[config.mk]
export PLATFORM = sky130hd
export DESIGN_NAME = hd_pixel_layer_compositor_top
export DESIGN_NICKNAME = d
export VERILOG_FILES = /design/src/rtl/core/hdplc_pkg.sv /design/src/rtl/core/hd_pixel_layer_compositor_top.sv
export SDC_FILE = /design/constraint.sdc
export NUM_CORES = 2
export LEC_CHECK = 0
export ABC_AREA = 1
export ABC_CLOCK_PERIOD_IN_PS = 17890
export BUFFER_PORTS_ARGS = -buffer_cell sky130_fd_sc_hd__clkbuf_2
export CAP_MARGIN = 20
export CORE_ASPECT_RATIO = 1.25
export CORE_MARGIN = 4
export CORE_UTILIZATION = 30
export DETAILED_ROUTE_END_ITERATION = 12
export PLACE_DENSITY = 0.47
export SLEW_MARGIN = 20
export SYNTH_ARGS = -nofsm -noshare
export SYNTH_HDL_FRONTEND = slang
export SYNTH_SLANG_ARGS = --single-unit
[constraint.sdc]
create_clock -name clk -period 17.89 [get_ports clk]
set_input_delay 0.8945 -clock clk [delete_from_list [all_inputs] [get_ports clk]]
set_output_delay 0.8945 -clock clk [all_outputs]
set_load 0.05 [all_outputs]
[src/rtl/core/hdplc_pkg.sv]
// Shared types and arithmetic helpers for the pixel layer compositor.
package hdplc_pkg;

  typedef logic [2:0][7:0]  rgb8_t;
  typedef logic [2:0][11:0] rgb12_t;
  typedef logic [2:0][15:0] rgb16_t;

  localparam logic [3:0]  BrightFull  = 4'd15;
  localparam logic [7:0]  AlphaOpaque = 8'hFF;
  localparam logic [7:0]  AlphaClear  = 8'h00;
  localparam logic [7:0]  ChanMax     = 8'hFF;
  localparam logic [11:0] Recip15     = 12'd2185;
  localparam logic [16:0] Recip255    = 17'd32897;

  function automatic logic [7:0] div15(input logic [11:0] p);
    logic [23:0] m;
    m = 24'(p) * 24'(Recip15);
    return m[22:15];
  endfunction

  function automatic logic [7:0] div255(input logic [15:0] p);
    logic [32:0] m;
    m = 33'(p) * 33'(Recip255);
    return m[30:23];
  endfunction

  function automatic logic [7:0] widen5(input logic [4:0] v);
    return {v, v[4:2]};
  endfunction

endpackage

[src/rtl/core/hd_pixel_layer_compositor_top.sv]
// Pixel layer compositor: bottom and top premultiplied texels over a native colour.
// Each beat passes through five register stages; stage 5 is the output register.
// Throughput: one beat per cycle unless the output stalls; each stage holds one pixel
// and loads whenever it is empty or the stage after it moves on.
// Reset: rst clears all stage valid bits; datapath registers are not reset.
module hd_pixel_layer_compositor_top
  import hdplc_pkg::*;
(
  input  logic         clk,
  input  logic         rst,
  input  logic         s_tvalid,
  output logic         s_tready,
  // native_color, bottom_texel, top_texel, math_operand, brightness, 5'b0
  input  logic [111:0] s_tdata,
  // bottom_present, top_in_range, math_enable, math_subtract, math_halve
  input  logic [4:0]   s_tuser,
  output logic         m_tvalid,
  input  logic         m_tready,
  // pixel_out
  output logic [31:0]  m_tdata,
  // write_enable
  output logic [0:0]   m_tuser
);

  logic [23:0] in_native;
  logic [31:0] in_bot;
  logic [31:0] in_top;
  logic [14:0] in_op;
  logic [3:0]  in_br;

  assign in_native = s_tdata[23:0];
  assign in_bot    = s_tdata[55:24];
  assign in_top    = s_tdata[87:56];
  assign in_op     = s_tdata[102:88];
  assign in_br     = s_tdata[106:103];

  logic v1, v2, v3, v4;
  logic en1, en2, en3, en4, en5;

  assign en5      = !m_tvalid || m_tready;
  assign en4      = !v4 || en5;
  assign en3      = !v3 || en4;
  assign en2      = !v2 || en3;
  assign en1      = !v1 || en2;
  assign s_tready = en1;

  always_ff @(posedge clk) begin
    if (rst) begin
      v1       <= 1'b0;
      v2       <= 1'b0;
      v3       <= 1'b0;
      v4       <= 1'b0;
      m_tvalid <= 1'b0;
    end else begin
      if (en1) v1 <= s_tvalid;
      if (en2) v2 <= v1;
      if (en3) v3 <= v2;
      if (en4) v4 <= v3;
      if (en5) m_tvalid <= v4;
    end
  end

  // stage 1: colour math, bottom brightness product, bottom blend product
  logic        s1_top_ok, s1_bot_use, s1_bot_full;
  rgb8_t       s1_bot_c, s1_tm, s1_native;
  rgb12_t      s1_pb;
  rgb16_t      s1_pbl;
  logic [3:0]  s1_br;
  logic [7:0]  s1_at;
  rgb8_t       s1_tm_next;
  rgb12_t      s1_pb_next;
  rgb16_t      s1_pbl_next;

  always_comb begin
    logic [7:0] c, m, inv;
    logic [8:0] sum;
    inv = ChanMax - in_bot[31:24];
    for (int i = 0; i < 3; i++) begin
      c = in_top[i*8 +: 8];
      m = widen5(in_op[(2-i)*5 +: 5]);
      sum = 9'(c) + 9'(m);
      s1_pb_next[i]  = 12'(in_bot[i*8 +: 8]) * 12'(in_br);
      s1_pbl_next[i] = 16'(in_native[i*8 +: 8]) * 16'(inv);
      if (s_tuser[3]) begin
        s1_tm_next[i] = (c > m) ? c - m : 8'd0;
      end else begin
        s1_tm_next[i] = sum[8] ? ChanMax : sum[7:0];
      end
      if (s_tuser[4]) s1_tm_next[i] = {1'b0, s1_tm_next[i][7:1]};
      if (!s_tuser[2]) s1_tm_next[i] = c;
    end
  end

  always_ff @(posedge clk) begin
    if (en1) begin
      s1_top_ok   <= s_tuser[1];
      s1_bot_use  <= s_tuser[0] && (in_bot[31:24] != AlphaClear);
      s1_bot_full <= in_bot[31:24] == AlphaOpaque;
      s1_bot_c    <= in_bot[23:0];
      s1_tm       <= s1_tm_next;
      s1_native   <= in_native;
      s1_pb       <= s1_pb_next;
      s1_pbl      <= s1_pbl_next;
      s1_br       <= in_br;
      s1_at       <= in_top[31:24];
    end
  end

  // stage 2: bottom brightness, bottom blend quotient, top brightness product
  logic        s2_top_ok, s2_bot_use, s2_bot_full;
  rgb8_t       s2_bd, s2_q1, s2_tm, s2_native;
  rgb12_t      s2_pt;
  logic [3:0]  s2_br;
  logic [7:0]  s2_at;

  always_ff @(posedge clk) begin
    if (en2) begin
      for (int i = 0; i < 3; i++) begin
        s2_bd[i] <= (s1_br == BrightFull) ? s1_bot_c[i] : div15(s1_pb[i]);
        s2_q1[i] <= div255(s1_pbl[i]);
        s2_pt[i] <= 12'(s1_tm[i]) * 12'(s1_br);
      end
      s2_top_ok   <= s1_top_ok;
      s2_bot_use  <= s1_bot_use;
      s2_bot_full <= s1_bot_full;
      s2_tm       <= s1_tm;
      s2_native   <= s1_native;
      s2_br       <= s1_br;
      s2_at       <= s1_at;
    end
  end

  // stage 3: bottom composite, top brightness
  logic        s3_top_ok;
  rgb8_t       s3_res, s3_td;
  logic [7:0]  s3_at;

  always_ff @(posedge clk) begin
    if (en3) begin
      for (int i = 0; i < 3; i++) begin
        if (!s2_bot_use) begin
          s3_res[i] <= s2_native[i];
        end else if (s2_bot_full) begin
          s3_res[i] <= s2_bd[i];
        end else begin
          s3_res[i] <= s2_bd[i] + s2_q1[i];
        end
        s3_td[i] <= (s2_br == BrightFull) ? s2_tm[i] : div15(s2_pt[i]);
      end
      s3_top_ok <= s2_top_ok;
      s3_at     <= s2_at;
    end
  end

  // stage 4: top blend product
  logic        s4_top_ok;
  rgb8_t       s4_res, s4_td;
  rgb16_t      s4_ptl;
  logic [7:0]  s4_at;

  always_ff @(posedge clk) begin
    if (en4) begin
      for (int i = 0; i < 3; i++) begin
        s4_ptl[i] <= 16'(s3_res[i]) * 16'(ChanMax - s3_at);
      end
      s4_top_ok <= s3_top_ok;
      s4_res    <= s3_res;
      s4_td     <= s3_td;
      s4_at     <= s3_at;
    end
  end

  // stage 5: top composite into the output register
  rgb8_t out_rgb;

  always_comb begin
    for (int i = 0; i < 3; i++) begin
      if (s4_at == AlphaClear) begin
        out_rgb[i] = s4_res[i];
      end else if (s4_at == AlphaOpaque) begin
        out_rgb[i] = s4_td[i];
      end else begin
        out_rgb[i] = s4_td[i] + div255(s4_ptl[i]);
      end
    end
  end

  always_ff @(posedge clk) begin
    if (en5) begin
      m_tdata <= s4_top_ok ? {AlphaOpaque, out_rgb} : 32'd0;
      m_tuser <= s4_top_ok;
    end
  end

endmodule

### After elaboration in Yosys (flattened, before gate mapping)

Index checks and enable logic that the tools add are counted.

* equality and inequality tests: 4
* multipliers: 24
* add/subtract/negate cells: 14
* mux-type cells: 34
* $lt $le $gt $ge: 3
* reduce and logical (&&, ||, !) cells: 13

Operators by type and width (count)
* $mux W8: 33
* $mul A16 B16 Y31 const B: 6
* $mul A12 B12 Y23 const B: 6
* $mul A8 B4 Y12: 6
* $add A8 B8 Y8: 6
* $mul A8 B8 Y16: 3
* $mul A8 B16 Y16: 2
* $mux W32: 1
* $add A8 B8 Y9: 3
* $gt A8 B8 Y1: 3
* $sub A8 B8 Y8: 3
* $eq A8 B8 Y1 const B: 2
* $mul A9 B9 Y16: 1
* $sub A8 B8 Y9 const A: 1
* $eq A4 B4 Y1 const B: 2
* $logic_not A8 Y1: 1
* $reduce_bool A8 Y1: 1
* $sub A8 B8 Y8 const A: 1
* $logic_not A1 Y1: 5
* $logic_or A1 B1 Y1: 5
* $logic_and A1 B1 Y1: 1

* word-level logic and storage cells: 159
* register bits after elaboration: 518
* output and inout bits: 35

### Longest topological paths before layout

* depth in word-level cells: 6
* mapped depth: 27
* gate-level depth less buffers: 27

### Least setup slack after synthesis

Ideal clock, no wire load.

* path type: in2out
* start: in m_tready
* end: out s_tready
* stages: 8
* buffers on the path: 0
* slack: 7890 ps
* arrival time: 9105 ps
* path through: nor2_1 -> inv_1 -> nor2_1 -> inv_1 -> nor2_1 -> inv_1 -> nor2_1 -> nand2_1

* longest elaborated chain between the ends: 5

RTL lines
* start: declaration: RTL line hd_pixel_layer_compositor_top.sv:18 `input logic m_tready,`
* $logic_or A1 B1 Y1: RTL line hd_pixel_layer_compositor_top.sv:40 `assign en5 = !m_tvalid || m_tready;`
* net en5: RTL line hd_pixel_layer_compositor_top.sv:38 `logic en1, en2, en3, en4, en5;`
* $logic_or A1 B1 Y1: RTL line hd_pixel_layer_compositor_top.sv:41 `assign en4 = !v4 || en5;`
* net en4: RTL line hd_pixel_layer_compositor_top.sv:38
* $logic_or A1 B1 Y1: RTL line hd_pixel_layer_compositor_top.sv:42 `assign en3 = !v3 || en4;`
* net en3: RTL line hd_pixel_layer_compositor_top.sv:38
* $logic_or A1 B1 Y1: RTL line hd_pixel_layer_compositor_top.sv:43 `assign en2 = !v2 || en3;`
* $logic_or A1 B1 Y1: RTL line hd_pixel_layer_compositor_top.sv:44 `assign en1 = !v1 || en2;`
* end: declaration: RTL line hd_pixel_layer_compositor_top.sv:12 `output logic s_tready,`

The timed path passes the listed nets, and every way through them passes these cells.

### Final worst setup path

* start: reg s3_at[3]
* end: reg s4_ptl[14] in the netlist's numbering, data pin

* longest elaborated chain between the ends: 2

RTL lines
* start: declaration: RTL line hd_pixel_layer_compositor_top.sv:136 `logic [7:0] s3_at;`
* start signal: assignment: RTL line hd_pixel_layer_compositor_top.sv:151 `s3_at <= s2_at;`
* $sub A8 B8 Y9: RTL line hd_pixel_layer_compositor_top.sv:164 `s4_ptl[i] <= 16'(s3_res[i]) * 16'(ChanMax - s3_at);`
* $mul A8 B16 Y16: RTL line hd_pixel_layer_compositor_top.sv:164
* end signal: indexed assignment: RTL line hd_pixel_layer_compositor_top.sv:164
* end: declaration: RTL line hd_pixel_layer_compositor_top.sv:158 `rgb16_t s4_ptl;`

Every way passes these cells.
A chain may end at the register's enable or synchronous reset.

==> flow_summary_export.csv <==
group,metric,value,unit
status,outcome,"complete, no violations",
sta,post-route-period-util,0.301,
logic_synthesis,synth_edf_count,505,
drt,met3_length,4680,µm
drt,totalWireLength,140000,µm
global_routing,grt_pass1_wl,227000,µm
layout,fin_nets,7868,
critical_path,cp_num_buf_inv,2,
drt,via_per_inst,4.71,
critical_path,crit_top_cell,"fa_1",
critical_path,crit_chain,"clkinv_1, nand2_1, fa_1, fa_1, inv_1, fa_1, fa_1, ha_1, a21oi_1, o21ai_1, a21oi_1, o21ai_1, a21oi_1, nor2_1, nor2_1, xnor2_1",
global_routing,antenna_found_initial,16,
sta,relSlewSlack,0.275,
logic_synthesis,async_flop_share,0,
floorplan,chipWidth,392,µm
clock_tree,cts_hold_buf,0,
floorplan,initial_core_util,0.301,
logic_synthesis,synth.yosys.warnings,0,
logic_synthesis,ys_seq_area_frac,0.276,
drt,wl_met2,71300,µm
clock_tree,post_cts_buffers,0,
layout,nFillCells,19000,
critical_path,critPathMaxStageDelay,0.91,ns
hold_path,hold_path.class,"reg2reg",
drt,wire_per_inst,16.1,µm
critical_path,worstSetupStartpointType,"flop",
critical_path,critPathMaxFanout,16,
logic_synthesis,postSynthCellCount,6117,
layout,instances_no_fill,8710,
sta,rsz0062_at_grt,"false",
placed_design,dp_cells,8587,
sta,tightest_slew,1.09,ns
floorplan,ios,156,
layout,multi_input_area,36000,µm²
floorplan,core_area,184000,µm²
critical_path,critPathSlowestCell,"edfxtp_1",
logic_synthesis,synth_nets,7732,
placed_design,portBuffers,150,
floorplan,die_h,488,µm
logic_synthesis,avgSynthCellArea,9.06,µm²
logic_synthesis,ys_ff_latch,510,
logic_synthesis,synth_cell_types,53,
logic_synthesis,synth-main-ff-cell,"edfxtp_1",
critical_path,cp.arrival,5.77,ns
critical_path,path_delay_family,"adder cells",
global_routing,groute.usage.overall,0.149,
logic_synthesis,netlist_top_cells_area,"edfxtp_1 (27%), ha_1 (26%), fa_1 (12%)",
clock_tree,clock_latency,0.66,ns
sta,finalCriticalPeriod,5.38,ns
clock_tree,cts_inserted_buffers,66,
critical_path,path_class,"reg2reg",
drt,drt_iter0_markers,1746,
critical_path,end_kind,"flop",
floorplan,fp-row-count,176,
floorplan,die_area,192000,µm²
drt,vias,41000,
layout,final_util,0.333,
global_routing,grt_pass1_vias,43100,
clock_tree,ctsRootBufferMaster,"clkbuf_16",
clock_tree,clk_pin_slew,0.05,ns
job,max_cap_viol_count,0,
clock_tree,max-clock-path-buffers,3,
layout,layout_commonest_cell,"nand2_1",
sta,fin_worst_skew,0.0304,ns
drt,drc,0,
placed_design,place_congestion,0.832,
clock_tree,cts-resized-gates,0,
logic_synthesis,syn-cell-area,55400,µm²
drt,ant_nets,0,
layout,drive_gt1_frac,0.0531,
drt,m1WireLength,60400,µm
drt,highest_layer,"met5",
critical_path,critPathRequiredTime,18.28,ns
layout,syn_to_final_growth,10.4,%
sta,fmaxAchievable,0.186,GHz
placed_design,dp_hpwl,114000,µm
sta,drv_slew,0,
clock_tree,cts_sinks,510,
sta,setup_violations,0,
layout,regArea,15300,µm²
sta,finalHoldViolCount,0,
clock_tree,htree_levels,3,
clock_tree,cts_tree,"built",
logic_synthesis,yosysTopAreaCell,"edfxtp_1",
global_routing,overflow,0,
global_routing,grt_max_degree,163,
logic_synthesis,synth_top_area_frac,0.274,
layout,final_cell_mix,"nand2_1 (1171), ha_1 (1151), inv_1 (973)",
sta,setup_tns,0,ns
drt,drtPass1Iterations,8,
==> per-stage QoR <==
stage | setup slack [ns] | area (µm²) | hold slack (ns)
after detailed placement | 12.02 | 58900 | 0.405
after floorplan | 7.89 | 55400 | 0.400
after CTS | 12.33 | 61100 | 0.367
after global placement | 11.97 | 58900 | 0.401
after global routing | 12.18 | 61100 | 0.395
final | 12.51 | 61100 | 0.414
==> cells by family after synthesis <==
family | Yosys count | synth area share
and+or+nand+nor | 1971 | 0.145
adders and majority gates | 1494 | 0.384
buffers and inverters | 1096 | 0.0754
AOI/OAI and AO/OA | 810 | 0.0825
DFF | 510 | 0.276
xor gates and xnor gates | 236 | 0.0373
==> final timing paths <==
kind | slack (ns) | startpoint | cells past startpoint | endpoint
worst max register to register | 12.51 | s3_at[3] | 16 | s4_ptl[14]
worst min-delay path | 0.41 | s3_td[14] | 0 | s4_td[14]
worst max-delay path | 12.51 | s3_at[3] | 16 | s4_ptl[14]
worst min register to register | 0.41 | s3_td[14] | 0 | s4_td[14]
==> routing by layer <==
metal  vias up  GRT usage
li1      20700          -
met4        14     0.0416
met2       589      0.275
met3       205     0.0182
met5         -          0
met1     19600      0.179
==> synth_stat cells (3+ instances only) <==
cell          n
nand2_1    1172
ha_1       1151
inv_1       976
edfxtp_1    505
nor2_1      457
a21oi_1     384
fa_1        343
o21ai_0     215
nand3_1     200
xor2_1      157
xnor2_1      79
clkbuf_1     74
nand4_1      72
a31oi_1      35
o21bai_1     34
a21o_1       33
nor3_1       23
o211ai_1     19
o21ai_1      18
o21a_1       13
o2111ai_1    12
a211oi_1     11
buf_4        11
inv_2        10
nand2_2      10
nand3_2      10
buf_2         9
o31ai_1       9
clkinv_1      8
buf_1         7
a221oi_1      6
o21ai_2       6
dfxtp_1       5
or2_2         5
nor4_1        4
o211ai_2      4
or2_0         4
a21oi_2       3
and2_1        3
o221ai_1      3
==> final cells by class <==
cell class                      count  share of cell area
Antenna cell                        2           0.0000818
Clock buffer                       74              0.0275
Clock inverter                     46             0.00909
Inverter                          994              0.0611
Multi-Input combinational cell   4511               0.588
Sequential cell                   510               0.250
Tap cell                         2403              0.0492
Timing Repair Buffer              170              0.0153
==> registers in the layout (all words and copies together) (netlist names), 24 cells and up <==
| name | cells |
|---|---|
| s4_ptl | 48 |
| s2_native | 24 |
| s2_bd | 24 |
| s3_res | 24 |
| s2_tm | 24 |
| s4_res | 24 |
| s2_q1 | 24 |
| s3_td | 24 |
| s1_pbl | 48 |
| s1_native | 24 |
| s1_pb | 36 |
| s1_tm | 24 |
| s4_td | 24 |
| s2_pt | 36 |
| m_tdata | 25 |
| s1_bot_c | 24 |
Power is left out: the tool's default activity adds up to more than one toggle a clock period on the data nets, which glitch-free logic cannot reach.
